<file path="config.mk">
export PLATFORM = sky130hd
export DESIGN_NAME = line_editor_rx_fifo
export DESIGN_NICKNAME = d
export VERILOG_FILES = /design/src/rtl/lerx_pkg.sv /design/src/rtl/lerx_front.sv /design/src/rtl/lerx_queue.sv /design/src/rtl/lerx_back.sv /design/src/rtl/line_editor_rx_fifo.sv
export SDC_FILE = /design/constraint.sdc
export NUM_CORES = 1
export LEC_CHECK = 0
export BUFFER_PORTS_ARGS = -buffer_cell sky130_fd_sc_hd__clkbuf_2
export CORE_MARGIN = 1.5
export CORE_UTILIZATION = 62
export DETAILED_ROUTE_END_ITERATION = 6
export PLACE_DENSITY = 0.81
export SETUP_SLACK_MARGIN = 0.02
export SLEW_MARGIN = 20
export SYNTH_ARGS = -nofsm -noshare
export SYNTH_HDL_FRONTEND = slang
export SYNTH_SLANG_ARGS = --single-unit
</file>
<file path="constraint.sdc">
create_clock -name clk -period 10.1 [get_ports clk]
set_input_delay 2.02 -clock clk [delete_from_list [all_inputs] [get_ports clk]]
set_output_delay 2.02 -clock clk [all_outputs]
set_load 0.005 [all_outputs]
</file>
<file path="src/rtl/lerx_pkg.sv">
// Shared types and constants for the line editor receive FIFO.
// Used by every module of the block; depends on nothing.
package lerx_pkg;

  // Character codes handled by the editor.
  localparam logic [7:0] CH_CR    = 8'h0D;
  localparam logic [7:0] CH_LF    = 8'h0A;
  localparam logic [7:0] CH_BS    = 8'h08;
  localparam logic [7:0] CH_SP    = 8'h20;
  localparam logic [7:0] CH_TILDE = 8'h7E;

  // Result kinds on the output channel.
  localparam logic [1:0] KIND_ECHO  = 2'd0;
  localparam logic [1:0] KIND_READ  = 2'd1;
  localparam logic [1:0] KIND_EMPTY = 2'd2;

  // Commands passed from the front to the back.
  localparam logic [2:0] CMD_ECHO1   = 3'd0;  // echo one byte
  localparam logic [2:0] CMD_NEWLINE = 3'd1;  // echo CR, LF with line end
  localparam logic [2:0] CMD_RUBOUT  = 3'd2;  // echo BS, SP, BS
  localparam logic [2:0] CMD_RDATA   = 3'd3;  // popped byte
  localparam logic [2:0] CMD_EMPTY   = 3'd4;  // read on empty FIFO

  typedef struct packed {
    logic [2:0] code;
    logic [7:0] data;
  } cmd_t;

endpackage

</file>
<file path="src/rtl/lerx_front.sv">
// Front of the line editor: accepts items, classifies bytes and keeps the FIFO.
// Holds the byte store and its pointers; depends on lerx_pkg.
module lerx_front #(
  parameter int FIFO_DEPTH = 128
) (
  input  logic                clk,
  input  logic                rst_n,
  input  logic                in_tvalid,
  output logic                in_tready,
  input  logic [7:0]          in_tdata,
  input  logic [1:0]          in_tuser,
  output logic                cmd_valid,
  input  logic                cmd_ready,
  output lerx_pkg::cmd_t      cmd
);

  localparam int PW = (FIFO_DEPTH > 1) ? $clog2(FIFO_DEPTH) : 1;
  localparam int CW = $clog2(FIFO_DEPTH + 1);

  logic [7:0]    mem [FIFO_DEPTH];
  logic [PW-1:0] head_r, head_nxt;
  logic [PW-1:0] tail_r, tail_nxt;
  logic [CW-1:0] fill_r, fill_nxt;
  logic [7:0]    rdata_r;
  logic          stage_valid_r, stage_valid_nxt;
  logic [2:0]    stage_code_r;
  logic [7:0]    stage_data_r;

  logic       accept, op, err, empty, full;
  logic [7:0] bn;
  logic       is_nl, is_prt, is_bs;
  logic       do_push, do_pop, do_bs, produce;
  logic [2:0] code_nxt;

  // Decode of the incoming item.
  assign op     = in_tuser[0];
  assign err    = in_tuser[1];
  assign bn     = (in_tdata == lerx_pkg::CH_CR) ? lerx_pkg::CH_LF : in_tdata;
  assign is_nl  = (bn == lerx_pkg::CH_LF);
  assign is_prt = (bn >= lerx_pkg::CH_SP) && (bn <= lerx_pkg::CH_TILDE);
  assign is_bs  = (bn == lerx_pkg::CH_BS);
  assign empty  = (fill_r == '0);
  assign full   = (fill_r == CW'(FIFO_DEPTH));

  assign in_tready = !stage_valid_r || cmd_ready;
  assign accept    = in_tvalid && in_tready;

  assign do_pop  = op && !empty;
  assign do_push = !op && !err && (is_nl || is_prt) && !full;
  assign do_bs   = !op && !err && is_bs && !empty;
  assign produce = op || (!err && (is_nl || is_prt || (is_bs && !empty)));

  always_comb begin
    if (op) begin
      code_nxt = empty ? lerx_pkg::CMD_EMPTY : lerx_pkg::CMD_RDATA;
    end else if (is_nl) begin
      code_nxt = lerx_pkg::CMD_NEWLINE;
    end else if (is_prt) begin
      code_nxt = lerx_pkg::CMD_ECHO1;
    end else begin
      code_nxt = lerx_pkg::CMD_RUBOUT;
    end
  end

  // Pointer and fill count updates.
  always_comb begin
    head_nxt = head_r;
    tail_nxt = tail_r;
    fill_nxt = fill_r;
    if (accept && do_pop) begin
      head_nxt = (head_r == PW'(FIFO_DEPTH - 1)) ? '0 : head_r + PW'(1);
      fill_nxt = fill_r - CW'(1);
    end
    if (accept && do_push) begin
      tail_nxt = (tail_r == PW'(FIFO_DEPTH - 1)) ? '0 : tail_r + PW'(1);
      fill_nxt = fill_r + CW'(1);
    end
    if (accept && do_bs) begin
      tail_nxt = (tail_r == '0) ? PW'(FIFO_DEPTH - 1) : tail_r - PW'(1);
      fill_nxt = fill_r - CW'(1);
    end
  end

  // Stage register holds one command until the queue takes it.
  always_comb begin
    stage_valid_nxt = stage_valid_r;
    if (accept) begin
      stage_valid_nxt = produce;
    end else if (cmd_ready) begin
      stage_valid_nxt = 1'b0;
    end
  end

  always_ff @(posedge clk) begin
    if (!rst_n) begin
      head_r        <= '0;
      tail_r        <= '0;
      fill_r        <= '0;
      stage_valid_r <= 1'b0;
    end else begin
      head_r        <= head_nxt;
      tail_r        <= tail_nxt;
      fill_r        <= fill_nxt;
      stage_valid_r <= stage_valid_nxt;
    end
  end

  always_ff @(posedge clk) begin
    if (accept) begin
      stage_code_r <= code_nxt;
      stage_data_r <= bn;
    end
  end

  // Byte store: one write port, one registered read port.
  always_ff @(posedge clk) begin
    if (accept && do_push) begin
      mem[tail_r] <= bn;
    end
    if (accept && do_pop) begin
      rdata_r <= mem[head_r];
    end
  end

  assign cmd_valid = stage_valid_r;
  assign cmd.code  = stage_code_r;
  assign cmd.data  = (stage_code_r == lerx_pkg::CMD_RDATA) ? rdata_r : stage_data_r;

`ifndef SYNTHESIS
  a_fill_bound: assert property (@(posedge clk) disable iff (!rst_n)
    fill_r <= CW'(FIFO_DEPTH))
    else $error("fill count beyond FIFO depth");

  a_ptr_match: assert property (@(posedge clk) disable iff (!rst_n)
    (fill_r == '0) |-> (head_r == tail_r))
    else $error("empty FIFO with mismatched pointers");

  a_stage_hold: assert property (@(posedge clk) disable iff (!rst_n)
    (stage_valid_r && !cmd_ready) |=> (stage_valid_r && $stable(stage_code_r)))
    else $error("stalled command lost");
`endif

endmodule

</file>
<file path="src/rtl/lerx_queue.sv">
// Two-entry command queue between the front and the back of the line editor.
// Depends on lerx_pkg for the command type.
module lerx_queue (
  input  logic           clk,
  input  logic           rst_n,
  input  logic           push_valid,
  output logic           push_ready,
  input  lerx_pkg::cmd_t push_cmd,
  output logic           pop_valid,
  input  logic           pop_ready,
  output lerx_pkg::cmd_t pop_cmd
);

  lerx_pkg::cmd_t q [2];
  logic       wr_r, wr_nxt;
  logic       rd_r, rd_nxt;
  logic [1:0] cnt_r, cnt_nxt;
  logic       do_push, do_pop;

  assign push_ready = (cnt_r != 2'd2);
  assign pop_valid  = (cnt_r != 2'd0);
  assign do_push    = push_valid && push_ready;
  assign do_pop     = pop_valid && pop_ready;
  assign pop_cmd    = q[rd_r];

  // Pointer and count updates.
  always_comb begin
    wr_nxt  = do_push ? ~wr_r : wr_r;
    rd_nxt  = do_pop ? ~rd_r : rd_r;
    cnt_nxt = cnt_r + 2'(do_push) - 2'(do_pop);
  end

  always_ff @(posedge clk) begin
    if (!rst_n) begin
      wr_r  <= 1'b0;
      rd_r  <= 1'b0;
      cnt_r <= 2'd0;
    end else begin
      wr_r  <= wr_nxt;
      rd_r  <= rd_nxt;
      cnt_r <= cnt_nxt;
    end
  end

  always_ff @(posedge clk) begin
    if (do_push) begin
      q[wr_r] <= push_cmd;
    end
  end

endmodule

</file>
<file path="src/rtl/lerx_back.sv">
// Back of the line editor: expands each command into one to three result items.
// Depends on lerx_pkg for command codes and result kinds.
module lerx_back (
  input  logic           clk,
  input  logic           rst_n,
  input  logic           cmd_valid,
  output logic           cmd_ready,
  input  lerx_pkg::cmd_t cmd,
  output logic           out_tvalid,
  input  logic           out_tready,
  output logic [7:0]     out_tdata,
  output logic [2:0]     out_tuser,
  output logic           out_tlast
);

  logic           cur_valid_r, cur_valid_nxt;
  lerx_pkg::cmd_t cur_r;
  logic [1:0]     step_r, step_nxt;
  logic           is_last, load;
  logic [1:0]     kind;
  logic [7:0]     data;
  logic           line_end;

  // Result fields from the current command and step.
  always_comb begin
    kind     = lerx_pkg::KIND_ECHO;
    data     = cur_r.data;
    is_last  = 1'b1;
    line_end = 1'b0;
    unique case (cur_r.code)
      lerx_pkg::CMD_ECHO1: begin
        data = cur_r.data;
      end
      lerx_pkg::CMD_NEWLINE: begin
        data     = (step_r == 2'd0) ? lerx_pkg::CH_CR : lerx_pkg::CH_LF;
        is_last  = (step_r == 2'd1);
        line_end = 1'b1;
      end
      lerx_pkg::CMD_RUBOUT: begin
        data    = (step_r == 2'd1) ? lerx_pkg::CH_SP : lerx_pkg::CH_BS;
        is_last = (step_r == 2'd2);
      end
      lerx_pkg::CMD_RDATA: begin
        kind = lerx_pkg::KIND_READ;
      end
      lerx_pkg::CMD_EMPTY: begin
        kind = lerx_pkg::KIND_EMPTY;
        data = 8'h00;
      end
      default: begin
        kind = lerx_pkg::KIND_ECHO;
      end
    endcase
  end

  assign cmd_ready = !cur_valid_r || (out_tready && is_last);
  assign load      = cmd_valid && cmd_ready;

  // Step sequencing: advance on each taken result, reload after the last one.
  always_comb begin
    cur_valid_nxt = cur_valid_r;
    step_nxt      = step_r;
    if (cmd_ready) begin
      cur_valid_nxt = cmd_valid;
      step_nxt      = 2'd0;
    end else if (out_tready) begin
      step_nxt = step_r + 2'd1;
    end
  end

  always_ff @(posedge clk) begin
    if (!rst_n) begin
      cur_valid_r <= 1'b0;
      step_r      <= 2'd0;
    end else begin
      cur_valid_r <= cur_valid_nxt;
      step_r      <= step_nxt;
    end
  end

  always_ff @(posedge clk) begin
    if (load) begin
      cur_r <= cmd;
    end
  end

  assign out_tvalid = cur_valid_r;
  assign out_tdata  = data;
  assign out_tuser  = {line_end, kind};
  assign out_tlast  = is_last;

`ifndef SYNTHESIS
  a_step_bound: assert property (@(posedge clk) disable iff (!rst_n)
    cur_valid_r |-> (step_r <= 2'd2))
    else $error("result step out of range");

  a_single_step: assert property (@(posedge clk) disable iff (!rst_n)
    (cur_valid_r && (cur_r.code == lerx_pkg::CMD_RDATA ||
     cur_r.code == lerx_pkg::CMD_EMPTY || cur_r.code == lerx_pkg::CMD_ECHO1))
    |-> (step_r == 2'd0))
    else $error("single-result command past its first step");

  a_advance: assert property (@(posedge clk) disable iff (!rst_n)
    (cur_valid_r && out_tready && !is_last) |=> (cur_valid_r && step_r != 2'd0))
    else $error("multi-result command dropped early");
`endif

endmodule

</file>
<file path="src/rtl/line_editor_rx_fifo.sv">
// Top level of the serial line editor in front of a receive byte FIFO.
// Instantiates lerx_front, lerx_queue and lerx_back; depends on lerx_pkg.
//
//  Channel | Direction | tdata         | tuser (low bit up)        | tlast
//  in_     | input     | rx_byte[7:0]  | op, rx_error              | -
//  out_    | output    | data[7:0]     | kind[1:0], line_end       | last
//
// An item is taken every cycle while the command queue has room; a received
// byte produces up to three results, one per cycle while the output is ready,
// so the result sequencer in the back sets the sustained pace for rubouts.
// A popped byte comes out of the store's registered read port with its staged command.
// Reset is synchronous and active low; the byte store is not cleared.
// A stall on the output fills the queue before the input stops.
module line_editor_rx_fifo #(
  parameter int FIFO_DEPTH = 128
) (
  input  logic       clk,
  input  logic       rst_n,
  input  logic       in_tvalid,
  output logic       in_tready,
  input  logic [7:0] in_tdata,   // rx_byte[7:0]
  input  logic [1:0] in_tuser,   // [0] op, [1] rx_error
  output logic       out_tvalid,
  input  logic       out_tready,
  output logic [7:0] out_tdata,  // data[7:0]
  output logic [2:0] out_tuser,  // [1:0] kind, [2] line_end
  output logic       out_tlast
);

  logic           f_valid, f_ready;
  lerx_pkg::cmd_t f_cmd;
  logic           b_valid, b_ready;
  lerx_pkg::cmd_t b_cmd;

  // Front: classification and FIFO storage.
  lerx_front #(
    .FIFO_DEPTH(FIFO_DEPTH)
  ) u_front (
    .clk       (clk),
    .rst_n     (rst_n),
    .in_tvalid (in_tvalid),
    .in_tready (in_tready),
    .in_tdata  (in_tdata),
    .in_tuser  (in_tuser),
    .cmd_valid (f_valid),
    .cmd_ready (f_ready),
    .cmd       (f_cmd)
  );

  // Command queue decoupling the two halves.
  lerx_queue u_queue (
    .clk        (clk),
    .rst_n      (rst_n),
    .push_valid (f_valid),
    .push_ready (f_ready),
    .push_cmd   (f_cmd),
    .pop_valid  (b_valid),
    .pop_ready  (b_ready),
    .pop_cmd    (b_cmd)
  );

  // Back: result sequencing.
  lerx_back u_back (
    .clk        (clk),
    .rst_n      (rst_n),
    .cmd_valid  (b_valid),
    .cmd_ready  (b_ready),
    .cmd        (b_cmd),
    .out_tvalid (out_tvalid),
    .out_tready (out_tready),
    .out_tdata  (out_tdata),
    .out_tuser  (out_tuser),
    .out_tlast  (out_tlast)
  );

endmodule

</file>
### Yosys cells after proc, flatten, opt, wreduce, memory -nomap -nowiden

Memories as Yosys holds them, arrays and structs flattened. A register that Yosys moved wholly into a read port is not among the register bits.
Cells that the tools add are included.

* bits in registers: 41
* bits in writable memories: 1046
* output and inout bits: 14
* memories kept: 2

* $add $sub $neg: 8
* order comparisons: 2
* equality and inequality tests: 14
* multiplexer cells: 26
* bitwise gates (word level): 3
* reduce and logical (&&, ||, !) cells: 35

Memory list
* u_front.mem: depth 128, width 8, read ports 1, clocked after Yosys merged registers in 1, write ports 1, line lerx_front.sv:20 `logic [7:0] mem [FIFO_DEPTH];`
* u_queue.q: depth 2, width 11, read ports 1, clocked after Yosys merged registers in 1, write ports 1, line lerx_queue.sv:14 `lerx_pkg::cmd_t q [2];`

Operators with widths (count)
* two-way mux 8 bit: 5
* two-way mux 7 bit: 5
* equality test 8 x 4 -> 1 bit, second input constant: 3
* case mux 8 bit (3 select lines): 1
* logical AND 1 bit: 16
* adder 7 x 1 -> 7 bit, second input constant: 2
* equality test 7 bit, second input constant: 2
* two-way mux 3 bit: 4
* equality test 3 x 2 -> 1 bit, second input constant: 3
* adder 8 x 1 -> 8 bit, second input constant: 1
* equality test 8 bit, second input constant: 1
* >= comparator 8 x 6 -> 1 bit, second input constant: 1
* less-or-equal comparator 8 x 7 -> 1 bit, second input constant: 1
* logical NOT 8 bit: 1
* subtractor 8 x 1 -> 8 bit, second input constant: 1
* logical NOT 7 bit: 1
* two-way mux 1 bit: 7
* subtractor 7 x 1 -> 7 bit, second input constant: 1
* logical NOT 1 bit: 6
* two-way mux 6 bit: 1
* nonzero test 2 bit: 3
* logical OR 1 bit: 5
* case mux 2 bit (2 select lines): 1
* equality test 3 x 1 -> 1 bit, second input constant: 1
* 13 further kinds: 15

### Logic depth before layout (Yosys ltp)

Gate-level depths: netlist of run 1.

* word-level depth: 10
* gate-level depth with buffers: 12
* depth with buffers taken out: 12

### Hierarchy

From an unflattened synthesis of run 1, not the netlist that was laid out.

* cells, all modules: 2225
* area, all modules: 44034.7 um^2

By module, submodules not included
* lerx_front: instances 1, cells each 2106, area each 42280.6 um^2, sequential area each 31780.5 um^2
* lerx_queue: instances 1, cells each 60, area each 1028.5 um^2, sequential area each 760.7 um^2
* lerx_back: instances 1, cells each 59, area each 725.7 um^2, sequential area each 390.4 um^2

### Worst setup path after synthesis of run 1

Ideal clock, no wire load.

* path kind: input port to flip-flop
* from: in in_tdata[4]
* to: mem u_front.mem[0][0], data pin
* setup time: 1252 ps
* data arrival time: 7496 ps
* required time: 8848 ps
* setup slack: 1352 ps
* cell stages on the path: 3
* buffers on the path: 0
* cells stage by stage: nor2_1 and4b_1 a21boi_0

* longest elaborated chain between the ends: 2

Ends and longest elaborated chain
* from (decl): line line_editor_rx_fifo.sv:21 `input logic [7:0] in_tdata,`
* equality test 8 x 4 -> 1 bit: line lerx_front.sv:38 `assign bn = (in_tdata == lerx_pkg::CH_CR) ? lerx_pkg::CH_LF : in_tdata;`
* two-way mux 8 bit: line lerx_front.sv:38
* via u_front.bn[0]: line lerx_front.sv:30 `logic [7:0] bn;`
* to (decl): line lerx_front.sv:20

The timed path passes the listed nets, and every way through them passes these cells.

### Worst setup path in the final report of run 1

* from: in in_tdata[6]
* to: mem u_front.mem[84][6] (enable)

* longest elaborated chain between the ends: 10
* elaborated cells on any way between the ends: 12

Ends and longest elaborated chain
* equality test 8 x 4 -> 1 bit: line lerx_front.sv:38
* two-way mux 8 bit (*): line lerx_front.sv:38
* >= comparator 8 x 6 -> 1 bit or less-or-equal comparator 8 x 7 -> 1 bit (tied branches): line lerx_front.sv:40 `assign is_prt = (bn >= lerx_pkg::CH_SP) && (bn <= lerx_pkg::CH_TILDE);`
* logical AND 1 bit: line lerx_front.sv:40
* logical OR 1 bit (*): line lerx_front.sv:49 `assign do_push = !op && !err && (is_nl || is_prt) && !full;`
* logical AND 1 bit (*) (2 in a row): line lerx_front.sv:49
* logical AND 1 bit (*): line lerx_front.sv:117 `if (accept && do_push) begin`
* two-way mux 1 bit (*): line lerx_front.sv:117
* two-way mux 1 bit (implied by the code) (*): line lerx_front.sv:118 `mem[tail_r] <= bn;`

Mark *: on every way between the ends. The rest lies on a longest branch, timed or not.

==> results of run 1 <==
[cell usage after synthesis (12+ instances only)]
master	number
mux4_2	197
mux2i_1	154
dfxtp_1	30
nand2_1	68
inv_1	18
nor3_1	24
mux2_2	26
clkbuf_1	43
o22ai_1	23
nor2_1	189
o21ai_0	24
ha_1	12
buf_4	19
a22oi_1	29
a21oi_1	40
nand4_1	15
nor2b_1	19
buf_2	51
edfxtp_1	1076
a22o_1	12
nand3_1	34
a211oi_1	19
a2111oi_0	14
[where the power goes]
part           internal (W)  switching (W)
Combinational      0.000568       0.000716
Sequential          0.00512      0.0000927
Clock               0.00247        0.00168
[sequential cells by signal, indices dropped and copies added (netlist names), 2 cells and up]
signal and flops:
u_queue.q 22, u_front.rdata_r 8, u_front.tail_r 7, u_back.step_r 2
u_queue.cnt_r 2, u_front.head_r 7, u_front.mem 1024, u_front.stage_data_r 8
u_front.stage_code_r 3, u_back.cur_r 11, u_front.fill_r 8
[cells by family after synthesis]
| logic type | count (synthesis) | synth area share |
|---|---|---|
| DFF | 1106 | 0.750 |
| and+or+nand+nor | 411 | 0.0439 |
| muxes | 377 | 0.143 |
| AOI/OAI and AO/OA | 239 | 0.0389 |
| buffers and inverters | 150 | 0.0174 |
| xor gates and xnor gates | 17 | 0.00339 |
| adders and majority gates | 12 | 0.00342 |
[per-layer routing]
| layer | up-vias | share of wire | wire [um] | GRT usage |
|---|---|---|---|---|
| li1 | 9480 | - | - | - |
| met1 | 12100 | 0.36 | 39500 | 0.438 |
| met2 | 2052 | 0.46 | 51200 | 0.477 |
| met3 | 375 | 0.13 | 14200 | 0.0785 |
| met4 | 0 | 0.052 | 5690 | 0.144 |
| met5 | - | 0 | 0 | 0 |
[through the flow]
stage / hold WS [ns] / cells / util
finish: 0.482 / 3377 / 0.693
global placement: 0.449 / 3184 / 0.641
CTS: 0.476 / 3377 / 0.693
detailed placement: 0.469 / 3184 / 0.641
floorplan: 0.436 / 2312 / -
global route: 0.498 / 3377 / 0.693
[critical path: stages]
cell and delay [ns]:
buf_6 0.42, nor2_1 0.20, nor2_1 0.15, a21o_1 0.36
and2_4 0.35, nand3_2 0.83, nor2_1 0.95
[final cells by class]
| type | count | area [um2] |
|---|---|---|
| multi-input combinational | 1056 | 10200 |
| clock inverter | 64 | 821 |
| timing repair buffer | 64 | 469 |
| sequential | 1106 | 32900 |
| clock buffer | 129 | 2820 |
| fill | 4051 | 21500 |
| inverter | 18 | 67.6 |
| tap | 940 | 1180 |
[final timing paths]
check	start	to	slack [ns]	cells after the start
worst max register to register	u_front.head_r[0]$_SDFFE_PN0P_	u_front.rdata_r[6]$_DFFE_PP_	5.35	7
worst min-delay path	u_front.stage_code_r[2]$_SDFFCE_PN0P_	u_queue.q[0][10]$_DFFE_PP_	0.48	0
worst max-delay path	in_tdata[6]	u_front.mem[84][6]$_DFFE_PP_	5.09	7
worst min register to register	u_front.stage_code_r[2]$_SDFFCE_PN0P_	u_queue.q[0][10]$_DFFE_PP_	0.48	0
==> metrics.md, run 1 <==
| Metric | Value |
|---|---|
| Status | `completed` |
| Root buffer selected by CTS | `clkbuf_16` |
| Die area | `between 70000 and 80000 um2` |
| Final HPWL from detailed placement | `~64000 um` |
| Vias in the first global route | `around 23000` |
| Final Hold Viols | `0` |
| VDD IR-drop max | `just under 200 uV` |
| Tightest Pin Transition | `between 1 and 1.5 ns` |
| H-tree levels | `3` |
| Setup Buffers After CTS | `0` |
| Post-Syn Instances | `around 2300` |
| Placed Area | `44900 um2` |
| First-pass GRT wire length | `roughly 160000 um` |
| Layout cells sized above 1 | `0.191` |
| Synth area leaders | `edfxtp_1 (74%), mux4_2 (10%), mux2i_1 (3.5%)` |
| Die width | `269 um` |
| Vias per cell | `about 7.1` |
| Most frequent cells in the layout | `edfxtp_1 (1076), mux4_2 (197), nor2_1 (187)` |
| GR Overflow Total | `0` |
| Cell taking the most area after synthesis | `edfxtp_1` |
| Primary FF master, synth | `edfxtp_1` |
| FMAX | `between 0.15 and 0.2 GHz` |
| Final Instance Area | `just under 50000 um2` |
| Clock skew | `between 0.02 and 0.03 ns` |
| Mapped Area | `around 44000 um2` |
| Top cell type's share of synthesized area | `0.736` |
| CP endpoint kind | `flop` |
| Yosys reg bits | `approximately 1100` |
| Synthesized area per cell | `19.0 um2` |
| Nets | `roughly 2400` |
| Reported max-cap violation count | `0` |
| Mapped Nets | `~2300` |
| Core area | `between 70000 and 80000 um2` |
| Clock slew seen by the registers of the worst setup and hold paths | `roughly 0.06 ns` |
| Post-CTS sizing | `0` |
| DRC violations left | `0` |
| Initial antenna violation count | `1` |
| Period utilisation layout | `0.496` |
| Sum Neg Setup Slack | `0 ns` |
| Syn. warnings | `0` |
| Routability cong. | `around 0.94` |
| Starting density of the core | `0.627` |
| Antenna cells | `0` |
| Vias | `between 20000 and 25000` |
| Critical path class | `primary input to flop` |
| # IOs | `28` |
| CP Max Fanout | `around 60` |
| Final Setup Violations | `0` |
| CTS tree | `yes` |
| CTS buffer count | `102` |
| Commonest non-fill, non-tap cell in the layout | `edfxtp_1` |
| CP required | `just over 10 ns` |
| Number of enable flip-flop cells after synthesis | `around 1100` |
| Final WS setup | `~5.1 ns` |
| Unrepaired setup endpoints after global routing | `no` |
| Final wirelength | `~110000 um` |
| Final min period | `~5 ns` |
| Antenna viol nets, final | `0` |
| Slew Limit Fails | `0` |
| Layout area overhead | `10.6%` |
| Slew HR | `0.208` |
| Total power | `between 0.01 and 0.015 W` |
| Leak | `~15 nW` |
| DR iter-0 viols | `~3800` |
| Largest net degree at the start of global routing | `~120` |
| Worst Hold Class | `flop to flop` |
| Count of input and output buffers | `27` |
| Pwr dens | `219 nW/um2` |
| Clock Latency Late Sink | `around 0.66 ns` |
| Routed wire per std cell | `between 30 and 40 um` |
| Clk sinks | `around 1100` |
| Dpl ws | `about 4.5 ns` |
| Clk buf depth | `3` |
| FP Rows | `between 90 and 100` |
| Worst Setup Start Kind | `primary input` |
| Post-synth ARST share | `0` |
| Seq/Total Area, Yosys | `0.750` |
| Chip height | `~270 um` |
| 1st-pass router iterations | `6` |
| Global-route usage over all layers | `0.314` |
| # hold bufs at CTS | `0` |
| Cell variety after synth | `75` |
| CP Data Arrival Time | `5.30 ns` |
Power figures use the tool's default switching activity.
==> run 2, diff against run 1 <==
Settings changed: CORE_UTILIZATION 62 to 57, PLACE_DENSITY 0.81 to 0.79.
Clock period 10.1 ns to 4.4 ns, I/O delays scaled along.
==> run 2 against run 1 <==
  * Non-clock buffer count is 109 higher
  * Clock skew down 0.0072 ns
  * Setup slack worse by 4.3 ns
  * Clock power rose by 110%
  * Critical path depth is 1 higher
  * Via count increased by 1.2%
  * Final area is 1.4% higher
  * Critical path type is now flop to flop
  * The run now ends with DRC left
  * Sequential share of layout area down 0.97 points
  * Die area grew 8.7%
  * Core utilization down 4.6 points
  * Routed wire length increased by 1.3%
==> metrics.md, run 2 (synthesized netlist as in run 1, its figures left out) <==
| Metric | Value |
|---|---|
| Final core occ | `0.647 (was 0.693)` |
| Most frequent cells in the layout | `edfxtp_1 (1076), mux4_2 (197), nor2_1 (188) (was edfxtp_1 (1076), mux4_2 (197), nor2_1 (187))` |
| R2R Path End | `u_front.rdata_r[5]$_DFFE_PP_ (was u_front.rdata_r[6]$_DFFE_PP_)` |
| Final min period | `3.62 ns` |
| Largest net degree at the start of global routing | `105 (was 124)` |
| Slew Limit Fails | `0 (unchanged)` |
| Pwr dens | `485 nW/um2 (was 219 nW/um2)` |
| Commonest non-fill, non-tap cell in the layout | `edfxtp_1 (unchanged)` |
| CTS buffer count | `104 (was 102)` |
| # IOs | `28 (unchanged)` |
| # hold bufs at CTS | `0 (unchanged)` |
| Nets | `2485 (was 2374)` |
| Vias per cell | `6.79 (was 7.10)` |
| Worst r2r src | `u_front.head_r[1]$_SDFFE_PN0P_ (was u_front.head_r[0]$_SDFFE_PN0P_)` |
| Critical path class | `flop to flop (was primary input to flop)` |
| Worst r2r path cells | `8 (was 7)` |
| Worst setup startpoint | `u_front.head_r[1]$_SDFFE_PN0P_ (was in_tdata[6])` |
| Largest register FFs | `1024 (unchanged)` |
| Clock Latency Late Sink | `0.68 ns (was 0.66 ns)` |
| FMAX | `approximately 0.28 GHz` |
| CP endpoint kind | `flop (unchanged)` |
| Unrepaired setup endpoints after global routing | `no (unchanged)` |
| Routed wire per std cell | `31.3 um (was 32.7 um)` |
| Vias | `24300 (was 24000)` |
| Placed Area | `45900 um2 (was 44900 um2)` |
| CP Max Fanout | `27 (was 61)` |
| Clk sinks | `1106 (unchanged)` |
| Final wirelength | `112000 um (was 110000 um)` |
| Layout area overhead | `12.2% (was 10.6%)` |
| Total power | `0.0239 W (was 0.0106 W)` |
| Violated checks | `DRC` |
| Period utilisation layout | `0.823` |
| FP Rows | `101 (was 97)` |
| Final instance count without filler cells | `3573 (was 3377)` |
| Chip height | `280 um (was 269 um)` |
| Clock slew seen by the registers of the worst setup and hold paths | `0.06 ns (about the same)` |
| Final Instance Area | `49200 um2 (was 48500 um2)` |
| Starting density of the core | `0.577 (was 0.627)` |
| VDD IR-drop max | `299 uV (was 195 uV)` |
| Final Setup Violations | `0 (unchanged)` |
| Worst Setup Start Kind | `flop (was primary input)` |
| Die area | `78700 um2 (was 72400 um2)` |
| Biggest regs | `u_front.mem (1024), u_queue.q (22), u_back.cur_r (11) (unchanged)` |
| GR Overflow Total | `0 (unchanged)` |
| # placed instances | `3383 (was 3184)` |
| Slew HR | `0.266 (was 0.208)` |
| Count of input and output buffers | `27 (unchanged)` |
| H-tree levels | `3 (unchanged)` |
| Global-route usage over all layers | `0.290 (was 0.314)` |
| Leak | `15.1 nW (was 14.6 nW)` |
| CP required | `4.82 ns (was 10.39 ns)` |
| Initial antenna violation count | `4 (was 1)` |
| Status | `finished, violations left (was completed)` |
| Vias in the first global route | `24000 (was 23400)` |
| Setup Buffers After CTS | `0 (unchanged)` |
| Layout cells sized above 1 | `0.221 (was 0.191)` |
| First-pass GRT wire length | `163000 um (was 161000 um)` |
| R2r setup slk | `0.78 ns (was 5.35 ns)` |
| Worst Hold Class | `flop to flop (unchanged)` |
| CP Data Arrival Time | `4.05 ns (was 5.30 ns)` |
| Final Hold Viols | `0 (unchanged)` |
| Tightest Pin Transition | `1.10 ns (was 1.18 ns)` |
| Register with the most flip-flops | `u_front.mem (unchanged)` |
| Antenna viol nets, final | `0 (unchanged)` |
| Routability cong. | `0.961 (was 0.938)` |
| Clk buf depth | `3 (unchanged)` |
| Reported max-cap violation count | `0 (unchanged)` |
| Clock skew | `0.0228 ns (was 0.0300 ns)` |
| DR iter-0 viols | `3638 (was 3797)` |
| 1st-pass router iterations | `7 (was 6)` |
| Core area | `76100 um2 (was 70000 um2)` |
| DRC violations left | `16 (was 0)` |
| Root buffer selected by CTS | `clkbuf_16 (unchanged)` |
| Worst Setup EP | `u_front.rdata_r[5]$_DFFE_PP_ (was u_front.mem[84][6]$_DFFE_PP_)` |
| CTS tree | `yes (unchanged)` |
| Die width | `280 um (was 269 um)` |
| Post-CTS sizing | `0 (unchanged)` |
| Final HPWL from detailed placement | `68600 um (was 64100 um)` |
==> run 2: routing by layer <==
layer | vias up | track usage | share of wire
met3 | 371 | 0.0746 | 0.13
met1 | 12200 | 0.386 | 0.36
met4 | 2 | 0.133 | 0.048
met5 | - | 0 | 0.00012
li1 | 9684 | - | -
met2 | 2010 | 0.453 | 0.47
==> run 2: where the power goes <==
group	internal [W]	switching, W
combinational	0.00141	0.00171
clock	0.00500	0.00383
sequential	0.0117	0.000170
total	0.0182	0.00571
==> run 2: worst max-delay path: stages (launching register included) <==
cell,delay [ns]
dfxtp_4,0.70
buf_12,0.30
buf_4,0.30
nor2b_1,0.90
a22o_1,0.24
a221oi_1,0.10
nor3b_1,0.32
nor4_1,0.11
or3_1,0.36
==> run 2: how the worst min path moves through the flow <==
| stage | from | endpoint | cells past startpoint |
|---|---|---|---|
| floorplan | u_front.stage_code_r[2]$_SDFFCE_PN0P_ | u_queue.q[0][10]$_DFFE_PP_ | 0 |
| global placement | u_front.stage_code_r[1]$_DFFE_PP_ | u_queue.q[1][9]$_DFFE_PP_ | 0 |
| detailed placement | u_front.stage_code_r[0]$_DFFE_PP_ | u_queue.q[1][8]$_DFFE_PP_ | 0 |
| CTS | u_front.stage_code_r[0]$_DFFE_PP_ | u_queue.q[1][8]$_DFFE_PP_ | 0 |
| global route | u_front.stage_code_r[0]$_DFFE_PP_ | u_queue.q[0][8]$_DFFE_PP_ | 0 |
| finish | u_front.stage_code_r[0]$_DFFE_PP_ | u_queue.q[1][8]$_DFFE_PP_ | 0 |
==> run 2: stage by stage <==
step                TNS [ns]  worst slack (ns)  hold slack (ns)
finish                     0             0.778            0.483
global route               0             0.687            0.493
CTS                        0             0.919            0.481
detailed placement         0             0.426            0.464
global placement           0             0.585            0.469
floorplan            -267.03             -1.04            0.436
==> run 2: final cells by class <==
| cell class | count | area [um2] |
|---|---|---|
| Fill cell | 4857 | 26800 |
| Multi-Input combinational cell | 1056 | 10200 |
| Tap cell | 1030 | 1290 |
| Clock inverter | 63 | 609 |
| Sequential cell | 1106 | 32900 |
| Timing Repair Buffer | 173 | 1370 |
| Antenna cell | 2 | 5.00 |
| Clock buffer | 125 | 2720 |
| Inverter | 18 | 67.6 |
